`config.mk`:
```
export PLATFORM = sky130hd
export DESIGN_NAME = lpmt_front
export DESIGN_NICKNAME = d
export VERILOG_FILES = /design/src/hw/rtl/lpmt_pkg.sv /design/src/hw/rtl/lpmt_front.sv
export SDC_FILE = /design/constraint.sdc
export NUM_CORES = 1
export LEC_CHECK = 0
export BUFFER_PORTS_ARGS = -buffer_cell sky130_fd_sc_hd__buf_4
export CORE_AREA = 2 2 109 111
export DETAILED_ROUTE_END_ITERATION = 8
export DIE_AREA = 0 0 111 113
export GPL_TIMING_DRIVEN = 1
export SYNTH_ARGS = -nofsm -noshare
export SYNTH_HDL_FRONTEND = slang
export SYNTH_SLANG_ARGS = --single-unit
```
`constraint.sdc`:
```
create_clock -name vclk -period 2.6
set_input_delay 0.13 -clock vclk [all_inputs]
set_output_delay 0.13 -clock vclk [all_outputs]
set_load 0.01 [all_outputs]
```
`src/hw/rtl/lpmt_pkg.sv`:
```
// Shared types, constants and helpers for the longest prefix match table.
`default_nettype none
package lpmt_pkg;

  localparam int TABLE_ENTRIES = 256;
  localparam int KEY_BITS      = 128;
  localparam int IDX_W         = (TABLE_ENTRIES > 1) ? $clog2(TABLE_ENTRIES) : 1;
  localparam int LEN_W         = 8;
  localparam int KIND_W        = 2;
  localparam int STATUS_W      = 2;
  localparam int INDEX_W       = 8;
  localparam int ADDR_W        = 64;
  localparam int IPV4_BITS     = 32;
  localparam int IPV4_BASE_LEN = 96;
  localparam logic [31:0] IPV4_MAPPED_TAG = 32'h0000_ffff;

  localparam int QUEUE_DEPTH = 2;
  localparam int QPTR_W      = (QUEUE_DEPTH > 1) ? $clog2(QUEUE_DEPTH) : 1;
  localparam int QCNT_W      = $clog2(QUEUE_DEPTH + 1);

  localparam logic [KIND_W-1:0] KIND_INSERT = 2'd0;
  localparam logic [KIND_W-1:0] KIND_DELETE = 2'd1;
  localparam logic [KIND_W-1:0] KIND_SEARCH = 2'd2;

  localparam logic [STATUS_W-1:0] ST_OK        = 2'd0;
  localparam logic [STATUS_W-1:0] ST_PRESENT   = 2'd1;
  localparam logic [STATUS_W-1:0] ST_NOT_FOUND = 2'd2;
  localparam logic [STATUS_W-1:0] ST_FULL      = 2'd3;

  typedef struct packed {
    logic [KIND_W-1:0]   kind;
    logic                is_ipv4;
    logic [KEY_BITS-1:0] key;
    logic [LEN_W-1:0]    len;
  } lpmt_op_t;

  typedef struct packed {
    logic [KEY_BITS-1:0] key;
    logic [LEN_W-1:0]    len;
    logic                is_ipv4;
  } lpmt_entry_t;

  typedef struct packed {
    logic full;
    logic empty;
  } lpmt_q_stat_t;

  typedef struct packed {
    logic busy;
    logic deciding;
  } lpmt_back_stat_t;

  // top len bits set, saturates at KEY_BITS
  function automatic logic [KEY_BITS-1:0] prefix_mask(input logic [LEN_W-1:0] len);
    return ~({KEY_BITS{1'b1}} >> len);
  endfunction

endpackage
`default_nettype wire

```
`src/hw/rtl/lpmt_front.sv`:
```
// Input stage: accepts beats and normalizes keys into the unified 128-bit space.
`default_nettype none
module lpmt_front (
  input  wire logic                          in_valid,
  output logic                               in_stall,
  input  wire logic [lpmt_pkg::KIND_W-1:0]   in_kind,
  input  wire logic                          in_is_ipv4,
  input  wire logic [lpmt_pkg::ADDR_W-1:0]   in_address_high,
  input  wire logic [lpmt_pkg::ADDR_W-1:0]   in_address_low,
  input  wire logic [lpmt_pkg::LEN_W-1:0]    in_prefix_length,
  input  wire lpmt_pkg::lpmt_q_stat_t        q_stat,
  output logic                               push,
  output lpmt_pkg::lpmt_op_t                 push_op
);
  import lpmt_pkg::*;

  logic [LEN_W-1:0]    len;
  logic [KEY_BITS-1:0] raw_key;

  assign in_stall = q_stat.full;
  assign push     = in_valid && !q_stat.full;

  always_comb begin
    if (in_is_ipv4) begin
      len = LEN_W'(IPV4_BASE_LEN) +
            ((in_prefix_length > LEN_W'(IPV4_BITS)) ? LEN_W'(IPV4_BITS) : in_prefix_length);
      raw_key = {{(KEY_BITS-2*IPV4_BITS){1'b0}}, IPV4_MAPPED_TAG, in_address_low[IPV4_BITS-1:0]};
    end else begin
      len = (in_prefix_length > LEN_W'(KEY_BITS)) ? LEN_W'(KEY_BITS) : in_prefix_length;
      raw_key = {in_address_high, in_address_low};
    end
    push_op.kind    = in_kind;
    push_op.is_ipv4 = in_is_ipv4;
    push_op.len     = len;
    push_op.key     = raw_key & prefix_mask(len);
  end

endmodule
`default_nettype wire

```
==> results by group <==
Finish
  • Finished Core Util: between 40% and 50%
  • Clkbuf count: 0
  • Commonest cells after routing, fill and taps aside: buf_4, nand2_1, a21oi_1, nor2_1, nor3b_1
  • Commonest non-fill, non-tap cell in the layout: buf_4
  • Share of layout cells above drive strength 1: roughly 49%
  • FF/Latch Area: 0 um2
  • Num sequential: 0
  • Fillers: 1222
  • Area of the multi-input gates: approximately 0.0021 mm2
  • Finished layout cell area: approximately 0.0048 mm2
  • Post-layout net count: around 850
  • Area growth, synth to finish: 97.2%
  • Antenna diode count: 0

Drt
  • DR vias/cell: about 5.2
  • Routed WL: approximately 17 mm
  • Drt first pass iters: 5
  • Residual DRC: 0
  • Starting DRT DRC Count: approximately 320
  • DR vias: between 4000 and 5000
  • Post-route ant nets: 0
  • Routed WL per cell: about 20 um

Logic synthesis
  • Synth Net Count: about 580
  • Complex-gate fraction of the synthesized area: 39.0%
  • Yosys cell types: 55
  • Seq/Total Area, Yosys: 0%
  • Xor and xnor area share after synthesis: 0%
  • Post-Syn Area: between 0.002 and 0.0025 mm2
  • Yosys Warn Count: 0
  • Syn avg cell area: approximately 5.6 um2
  • Multiplexer area fraction after synthesis: 0%
  • Synth Area in Adders: 0.517%
  • Largest family of logic cells by synthesized area: simple AND/OR/NAND/NOR gates
  • Synth Instances: approximately 430
  • Simple-Gate Fraction of Synth Area: 48.6%

CTS
  • Hold Buf Count CTS: 0

Place
  • RD Place Congestion: between 0.9 and 1
  • Hpwl dp: 13.8 mm
  • Port Buffer Count: between 200 and 300
  • Placed Area: about 0.0047 mm2

STA
  • Unrepaired setup endpoints after global routing: no
  • Setup violations, final: 0
  • FMAX: 415 MHz
  • Period minus WS final: 2.41 ns
  • Max_slew headroom: about half
  • Hold Violations, Final: 0
  • Slew Viols, Final: 0
  • Fin crit share: 92.6%
  • Slew @ Worst Pin: 0.717 ns

Worst setup path
  • Worst Path Arrival: between 2 and 2.5 ns
  • Top cell family by delay on the critical path: simple AND/OR/NAND/NOR gates
  • CP Launch Type: primary input
  • Crit path capture type: primary output
  • Crit-path cells: buf_4 -> buf_4 -> nand2b_1 -> nor3_2 -> o21ai_0 -> a31oi_1 -> buf_4
  • WP data required: 2.47 ns
  • Start-to-end type of the worst setup path: in2out
  • CP Max Fanout: 28
  • Most used cell, CP: buf_4
  • Slowest cell delay on critical path: 0.61 ns
  • Worst Setup SP: in_prefix_length[7]
  • WP buf/inv: 3
  • CP max stage cell: nor3_2

Power
  • Combinational share of power: 100.0%
  • Leakage: 2.40 nW
  • Sequential power share: 0%
  • Worst ir drop on vdd: 0.0000818 V
  • Pwr dens: ~200 mW/mm2
  • Sw frac: between 50 and 60%
  • Clk network pwr share: 0%
  • Pint: about 0.46 mW
  • P_sw: 0.481 mW

Floorplanning
  • Starting Density: roughly 21%
  • Die Height: 113 um
  • Core Footprint: ~0.011 mm2
  • Area of the die: about 0.013 mm2
  • IO Pins: ~280
  • Die Wd: between 100 and 150 um
  • # rows: 39

Flow run
  • # Max-Cap Violations: 0

Global route
  • Congestion Overflow GR: 0
  • Antenna violations before repair: 0
  • Total track usage: between 20% and 30%
  • Largest net degree at the start of global routing: 45
  • Vias in the first global route: around 4300
  • First-pass GRT wire length: 25.0 mm

Outcome
  • Outcome: completed

Worst hold path
  • Hold crit path type: in2out
  • Min-delay src: in_kind[1]
kinds of logic after synthesis:
| group | count (synthesis) |
|---|---|
| compound gates | 148 |
| fa+ha+maj | 1 |
| buf+inv | 56 |
| other cells | 1 |
| simple gates | 226 |
final cells by class:
type / instances / share of cell area [%]
Tap cell: 143 / 3.75
Inverter: 11 / 0.971
Multi-Input combinational cell: 376 / 45.1
Timing Repair Buffer: 314 / 50.2
routing by layer:
layer  global-route usage (%)  vias to the layer above  share of wire (%)  routed length [um]
li1                         -                     2087                  -                   -
met1                     32.2                     2047                 42                7080
met2                     46.3                      240                 50                8540
met3                     2.84                       16                7.1                1200
met4                     4.25                        0                1.3                 230
met5                        0                        -                  0                   0
stage by stage:
stage,worst slack (ns),cells,total power [mW],TNS [ns],hold slack [ns]
floorplan,0.171,432,0.407,0,0.306
global placement,-0.0384,843,0.931,-0.0791,0.260
detailed placement,-0.0908,843,0.935,-0.483,0.260
CTS,0.0431,843,0.939,0,0.260
global route,0.0149,844,1.01,0,0.260
finish,0.193,844,0.940,0,0.260
cells in the mapped netlist (2+ instances only):
cell	number	area (um2)
a211oi_1	5	37.5
nand4_1	2	12.5
a31oi_1	11	68.8
o211a_1	7	70.1
clkbuf_1	25	93.8
o31ai_1	3	22.5
buf_6	2	22.5
nor3_1	10	50.1
o22ai_1	2	12.5
a21boi_0	5	37.5
o311a_1	6	60.1
and2_1	7	43.8
nand2_1	89	334
or3_1	4	25.0
nor2_1	37	139
buf_4	8	60.1
nand3_1	13	65.1
nor2b_1	2	12.5
buf_1	2	7.51
nor3b_1	25	188
o21a_1	3	22.5
a21oi_1	74	370
or2_2	2	12.5
inv_1	7	26.3
nand2b_1	8	50.1
a311oi_1	3	26.3
buf_2	7	35.0
nand3b_1	2	15.0
inv_2	3	11.3
o21ai_0	19	95.1
nor3_2	2	20.0
or4b_1	2	20.0
nor4b_1	2	17.5
nor4_1	6	37.5
and3_1	4	25.0
nand2_2	3	18.8
nor4b_4	2	47.6
path summary, 6_finish.rpt:
| kind | to | slack [ns] | depth (start not counted) |
|---|---|---|---|
| max | push_op[45] | 0.19 | 7 |
| min | push_op[138] | 0.26 | 0 |
power by group through the flow:
stage | combinational, mW | sequential (mW) | clock [mW]
floorplan | 0.407 | 0 | 0
global placement | 0.931 | 0 | 0
detailed placement | 0.935 | 0 | 0
CTS | 0.939 | 0 | 0
global route | 1.01 | 0 | 0
finish | 0.940 | 0 | 0
repair_timing:
| action | in CTS | in global routing |
|---|---|---|
| resized for setup | 1 | 2 |
| buffers inserted | 0 | 1 |
| pin swaps | 0 | 1 |
| endpoints found under the setup margin | 8 | 18 |
Note: power is estimated with default switching activity, not from simulation.
