## src/hw/rtl/lpmt_pkg.sv

```systemverilog
// Shared types, constants and helpers for the longest prefix match table.
`default_nettype none
package lpmt_pkg;

  localparam int TABLE_ENTRIES = 256;
  localparam int KEY_BITS      = 128;
  localparam int IDX_W         = (TABLE_ENTRIES > 1) ? $clog2(TABLE_ENTRIES) : 1;
  localparam int LEN_W         = 8;
  localparam int KIND_W        = 2;
  localparam int STATUS_W      = 2;
  localparam int INDEX_W       = 8;
  localparam int ADDR_W        = 64;
  localparam int IPV4_BITS     = 32;
  localparam int IPV4_BASE_LEN = 96;
  localparam logic [31:0] IPV4_MAPPED_TAG = 32'h0000_ffff;

  localparam int QUEUE_DEPTH = 2;
  localparam int QPTR_W      = (QUEUE_DEPTH > 1) ? $clog2(QUEUE_DEPTH) : 1;
  localparam int QCNT_W      = $clog2(QUEUE_DEPTH + 1);

  localparam logic [KIND_W-1:0] KIND_INSERT = 2'd0;
  localparam logic [KIND_W-1:0] KIND_DELETE = 2'd1;
  localparam logic [KIND_W-1:0] KIND_SEARCH = 2'd2;

  localparam logic [STATUS_W-1:0] ST_OK        = 2'd0;
  localparam logic [STATUS_W-1:0] ST_PRESENT   = 2'd1;
  localparam logic [STATUS_W-1:0] ST_NOT_FOUND = 2'd2;
  localparam logic [STATUS_W-1:0] ST_FULL      = 2'd3;

  typedef struct packed {
    logic [KIND_W-1:0]   kind;
    logic                is_ipv4;
    logic [KEY_BITS-1:0] key;
    logic [LEN_W-1:0]    len;
  } lpmt_op_t;

  typedef struct packed {
    logic [KEY_BITS-1:0] key;
    logic [LEN_W-1:0]    len;
    logic                is_ipv4;
  } lpmt_entry_t;

  typedef struct packed {
    logic full;
    logic empty;
  } lpmt_q_stat_t;

  typedef struct packed {
    logic busy;
    logic deciding;
  } lpmt_back_stat_t;

  // top len bits set, saturates at KEY_BITS
  function automatic logic [KEY_BITS-1:0] prefix_mask(input logic [LEN_W-1:0] len);
    return ~({KEY_BITS{1'b1}} >> len);
  endfunction

endpackage
`default_nettype wire

```

## src/hw/rtl/lpmt_queue.sv

```systemverilog
// Short FIFO of normalized operations between the front and the scan engine.
`default_nettype none
module lpmt_queue (
  input  wire logic                  clk,
  input  wire logic                  rst_n,
  input  wire logic                  push,
  input  wire lpmt_pkg::lpmt_op_t    push_op,
  input  wire logic                  pop,
  output lpmt_pkg::lpmt_op_t         head,
  output lpmt_pkg::lpmt_q_stat_t     q_stat
);
  import lpmt_pkg::*;

  lpmt_op_t            slots_r [QUEUE_DEPTH];
  logic [QPTR_W-1:0]   wr_ptr_r;
  logic [QPTR_W-1:0]   rd_ptr_r;
  logic [QCNT_W-1:0]   count_r;

  assign head         = slots_r[rd_ptr_r];
  assign q_stat.full  = (count_r == QCNT_W'(QUEUE_DEPTH));
  assign q_stat.empty = (count_r == '0);

  always_ff @(posedge clk) begin
    if (push) begin
      slots_r[wr_ptr_r] <= push_op;
    end
  end

  always_ff @(posedge clk) begin
    if (!rst_n) begin
      wr_ptr_r <= '0;
      rd_ptr_r <= '0;
      count_r  <= '0;
    end else begin
      if (push) begin
        wr_ptr_r <= (wr_ptr_r == QPTR_W'(QUEUE_DEPTH-1)) ? '0 : wr_ptr_r + 1'b1;
      end
      if (pop) begin
        rd_ptr_r <= (rd_ptr_r == QPTR_W'(QUEUE_DEPTH-1)) ? '0 : rd_ptr_r + 1'b1;
      end
      case ({push, pop})
        2'b10:   count_r <= count_r + 1'b1;
        2'b01:   count_r <= count_r - 1'b1;
        default: count_r <= count_r;
      endcase
    end
  end

endmodule
`default_nettype wire

```

## config.mk

```make
export PLATFORM = sky130hd
export DESIGN_NAME = lpmt_queue
export DESIGN_NICKNAME = d
export VERILOG_FILES = /design/src/hw/rtl/lpmt_pkg.sv /design/src/hw/rtl/lpmt_queue.sv
export SDC_FILE = /design/constraint.sdc
export NUM_CORES = 1
export LEC_CHECK = 0
export ABC_CLOCK_PERIOD_IN_PS = 8300
export BUFFER_PORTS_ARGS = -buffer_cell sky130_fd_sc_hd__buf_2
export CAP_MARGIN = 20
export CORE_MARGIN = 1.5
export CORE_UTILIZATION = 47
export DETAILED_ROUTE_END_ITERATION = 16
export HOLD_SLACK_MARGIN = 0.05
export PLACE_DENSITY = 0.76
export SKIP_LAST_GASP = 1
export SYNTH_ARGS = -nofsm -noshare
export SYNTH_HDL_FRONTEND = slang
export SYNTH_SLANG_ARGS = --single-unit
```

## constraint.sdc

```tcl
create_clock -name clk -period 8.3 [get_ports clk]
set_clock_uncertainty 0.1 [all_clocks]
set_input_delay 2.075 -clock clk [delete_from_list [all_inputs] [get_ports clk]]
set_output_delay 2.075 -clock clk [all_outputs]
set_load 0.02 [all_outputs]
```

==> tab_implementation.tex <==
\begin{tabular}{lr}
\hline
Metric & Value \\
\hline
\multicolumn{2}{l}{\textbf{Timing}} \\
Normalized max-slew margin & 29.61\% \\
Final critical-path required period & 5.145 ns \\
Max Fclk & 194.4 MHz \\
Max-slew violation count & 0 \\
RSZ-0062 raised after global routing & no \\
Post-Route Setup TNS & 0 ns \\
Fin. Hold Viols & 0 \\
Slew at the pin closest to its max-slew limit & 1.056 ns \\
Final setup violation count & 0 \\
Final worst-path cycle share & 61.98\% \\
\multicolumn{2}{l}{\textbf{Setup path}} \\
Critical path, cell by cell & buf\_4, mux2\_2, buf\_2 \\
Type of destination of the critical path & primary output \\
Highest net fanout along the worst path & 81 \\
Crit path max-delay family & flip-flops \\
Worst reg2reg path startpoint & wr\_ptr\_r\$\_SDFFE\_PN0P\_ \\
Worst Reg-to-Reg Cells & 2 \\
Required time at the endpoint of the critical path & 6.12 ns \\
Data arrival time of the worst path & 2.97 ns \\
Slowest stage delay, CP & 1.02 ns \\
Worst-case register-to-register setup slack & 5.68 ns \\
Crit start category & register \\
Worst R2R End & slots\_r[1][114]\$\_DFFE\_PP\_ \\
Slowest library cell on the worst path & sky130\_fd\_sc\_hd\_\_dfxtp\_4 \\
WS Path Type & reg -> out \\
Buffer and inverter count on the worst path & 2 \\
\multicolumn{2}{l}{\textbf{Synth}} \\
Predominant post-synthesis flop cell & sky130\_fd\_sc\_hd\_\_edfxtp\_1 \\
Share of the synthesized area in the top cell type & 81.56\% \\
Complex-gate fraction of the synthesized area & 0.1956\% \\
Avg Synthesized Cell Area & 22.54 µm² \\
Most used standard cells in the synthesized netlist & sky130\_fd\_sc\_hd\_\_edfxtp\_1, sky130\_fd\_sc\_hd\_\_mux2\_2, sky130\_fd\_sc\_hd\_\_buf\_4 \\
Warnings from Yosys & 0 \\
Synthesized-area fraction occupied by adder cells & 0.1222\% \\
Register bit total from synthesis & 283 \\
Post-synthesis simple-gate area fraction & 0.5257\% \\
Number of enable flip-flop cells after synthesis & 278 \\
Number of distinct standard cells referenced by the synthesized netlist & 17 \\
Dominant combinational cell family by area after synthesis & multiplexers \\
Proportion of synthesized area in mux cells & 15.29\% \\
Synth area leader & sky130\_fd\_sc\_hd\_\_edfxtp\_1 \\
Fraction of registers with async set/reset & 0\% \\
Top cells by area, synth & sky130\_fd\_sc\_hd\_\_edfxtp\_1, sky130\_fd\_sc\_hd\_\_mux2\_2, sky130\_fd\_sc\_hd\_\_dfxtp\_1 \\
Synthesized-area fraction occupied by xor and xnor cells & 0.2567\% \\
Netlist area before placement & 10,230 µm² \\
Most frequent cell after synthesis & sky130\_fd\_sc\_hd\_\_edfxtp\_1 \\
Mapped Nets & 598 \\
Gate count of the mapped netlist & 454 \\
Proportion of synthesized chip area in sequential cells & 82.54\% \\
\multicolumn{2}{l}{\textbf{Job}} \\
Max Cap Violations & 0 \\
\multicolumn{2}{l}{\textbf{Global routing}} \\
Global-route wire length before repair & 28.45 mm \\
Number of antenna violations at the first check in global routing & 0 \\
Maximum number of pins on one net before global-route repair & 83 \\
Via count of the first global-routing pass & 5,713 \\
Sum of overflow across all layers after global routing & 0 \\
Global routing usage summed across all routing layers & 16.26\% \\
\multicolumn{2}{l}{\textbf{Hold path}} \\
Worst min-delay path endpoint & count\_r[1]\$\_SDFFE\_PN0P\_ \\
Start point of the worst min-delay path & count\_r[1]\$\_SDFFE\_PN0P\_ \\
Worst Hold Depth & 2 \\
Worst min path class & reg -> reg \\
\multicolumn{2}{l}{\textbf{Power and ir drop}} \\
Peak ir drop on the vdd network & 0.1852 mV \\
Switching power share of the total & 21.85\% \\
Combinational group share of total power & 10.5\% \\
Internal Pwr Total & 2.623 mW \\
Net load switching power & 733.4 µW \\
Sequential power share & 50.2\% \\
Total power consumption of the routed design & 3.357 mW \\
Static Leakage & 4.849 nW \\
Part of the power in the clock network & 39.2\% \\
Total power density per cell area & 259.3 nW/µm² \\
\multicolumn{2}{l}{\textbf{Cells and area}} \\
Area added between synthesis and finish & 26.47\% \\
Antenna diode instance count & 0 \\
Fraction of layout cells with a size suffix above 1 & 60.67\% \\
NumNets Final & 901 \\
\multicolumn{2}{l}{\textbf{Route}} \\
Number of remaining DRC errors & 0 \\
Detailed-route wire length per cell & 18.26 µm \\
Total Wirelength & 19.22 mm \\
Antenna violation net count after detailed routing & 0 \\
Iteration-0 DRC count of the detailed router & 230 \\
First-pass iteration count of the detailed router & 4 \\
DR vias/cell & 4.967 \\
Routed vias & 5,230 \\
\multicolumn{2}{l}{\textbf{CTS}} \\
Clock tree root driver cell & sky130\_fd\_sc\_hd\_\_clkbuf\_16 \\
Clock-pin transition on the worst setup and hold timing paths & 0.06 ns \\
Clock tree from TritonCTS & done \\
Htree depth & 1 \\
Maximum buffer depth of the clock tree & 3 \\
Worst skew pair latency & 0.52 ns \\
Number of buffers inserted by post-CTS setup repair & 0 \\
Sink Count & 283 \\
Resized cells post-CTS & 0 \\
Number of buffers created by CTS & 28 \\
Post-CTS Hold Fix Bufs & 0 \\
\multicolumn{2}{l}{\textbf{Floorplanning}} \\
Ports & 284 \\
Initial standard-cell utilization of the core & 48.23\% \\
Std-Cell Core Area & 21,220 µm² \\
Area enclosed by the die boundary & 22,670 µm² \\
Std cell rows & 53 \\
Width of the chip & 150.6 µm \\
Overall die height & 150.6 µm \\
\multicolumn{2}{l}{\textbf{Outcome}} \\
Status & completed \\
\multicolumn{2}{l}{\textbf{Placement}} \\
Global placement routability congestion & 0.7382 \\
Count of buffers from port buffering & 283 \\
Estimated wirelength of the detail-placed design & 12.58 mm \\
\hline
\end{tabular}
-- tightest hold or removal path, delay by kind of cell, from the launching register on --
kind               cells  cell delay, ns
AOI/OAI and AO/OA      2            0.18
DFF                    1            0.33
-- flip-flops by register name (all words and copies together), names as in the netlist, named ones only --
register  count
count_r       2
wr_ptr_r      1
slots_r     278
rd_ptr_r      1
-- cells in the final DEF, fill, tap and decap left out, types with 2 or more instances in the layout --
cell and instances:
sky130_fd_sc_hd__edfxtp_1 278, sky130_fd_sc_hd__buf_4 4, sky130_fd_sc_hd__xnor2_1 2, sky130_fd_sc_hd__dfxtp_1 4
sky130_fd_sc_hd__mux2_2 139, sky130_fd_sc_hd__buf_2 283, sky130_fd_sc_hd__bufinv_16 6, sky130_fd_sc_hd__clkbuf_16 29
sky130_fd_sc_hd__clkbuf_1 4, sky130_fd_sc_hd__clkinv_2 4, sky130_fd_sc_hd__and2_1 3, sky130_fd_sc_hd__clkinv_1 6
-- per-layer routing --
metal  vias to the layer above  GRT usage [%]  share of wire (%)
li1                       2415              -                  -
met1                      2581          17.89                 38
met2                       199          29.86                 52
met3                        35          4.848                8.4
met4                         0          5.294                2.1
met5                         -              0                  0
-- cell families (layout without fill, tap and decap cells) --
group | Yosys count | after routing
AO/OA/AOI/OAI | 3 | 3
AND/OR/NAND/NOR | 9 | 9
buffers and inverters | 16 | 340
adder cells (fa/ha/maj) | 1 | 1
multiplexers | 139 | 139
flip-flops | 283 | 283
XOR/XNOR | 3 | 3
-- how the worst max path moves through the flow --
stage,startpoint,to,depth (start not counted)
detailed placement,register,head[122],3
floorplan,push,slots_r[0][0]$_DFFE_PP_,2
global route,register,head[122],3
CTS,register,head[122],3
global placement,register,head[122],3
finish,register,head[114],3
-- power groups by stage --
stage	clock, mW	sequential (mW)	combinational (mW)
6_report	1.32	1.69	0.354
5_1_grt	1.40	1.69	0.379
4_1_cts	1.35	1.69	0.357
3_5_place_dp	0	1.72	0.354
3_3_place_gp	0	1.71	0.345
2_1_floorplan	0	1.70	0.238
-- area by class of cell --
type	instances	area [µm²]
Sequential cell	283	8452
Fill cell	1554	8277
Multi-Input combinational cell	155	1688
Timing Repair Buffer	288	1474
Clock buffer	33	740.7
Tap cell	275	344.1
Clock inverter	18	241.5
Inverter	1	3.754
-- metrics by stage --
step           utilization [%]  cells  worst slack, ns  hold WS, ns  instance area, µm²
5_1_grt                  61.00   1053            2.944       0.4874               12940
4_1_cts                  60.87   1052            3.100       0.4180               12920
3_3_place_gp             56.24   1001            3.705       0.3784               11930
6_report                 61.00   1053            3.155       0.4674               12940
2_1_floorplan                -    454            2.015       0.3662               10240
3_5_place_dp             56.24   1001            3.671       0.4088               11930
Note: power is estimated with default switching activity, not from simulation.
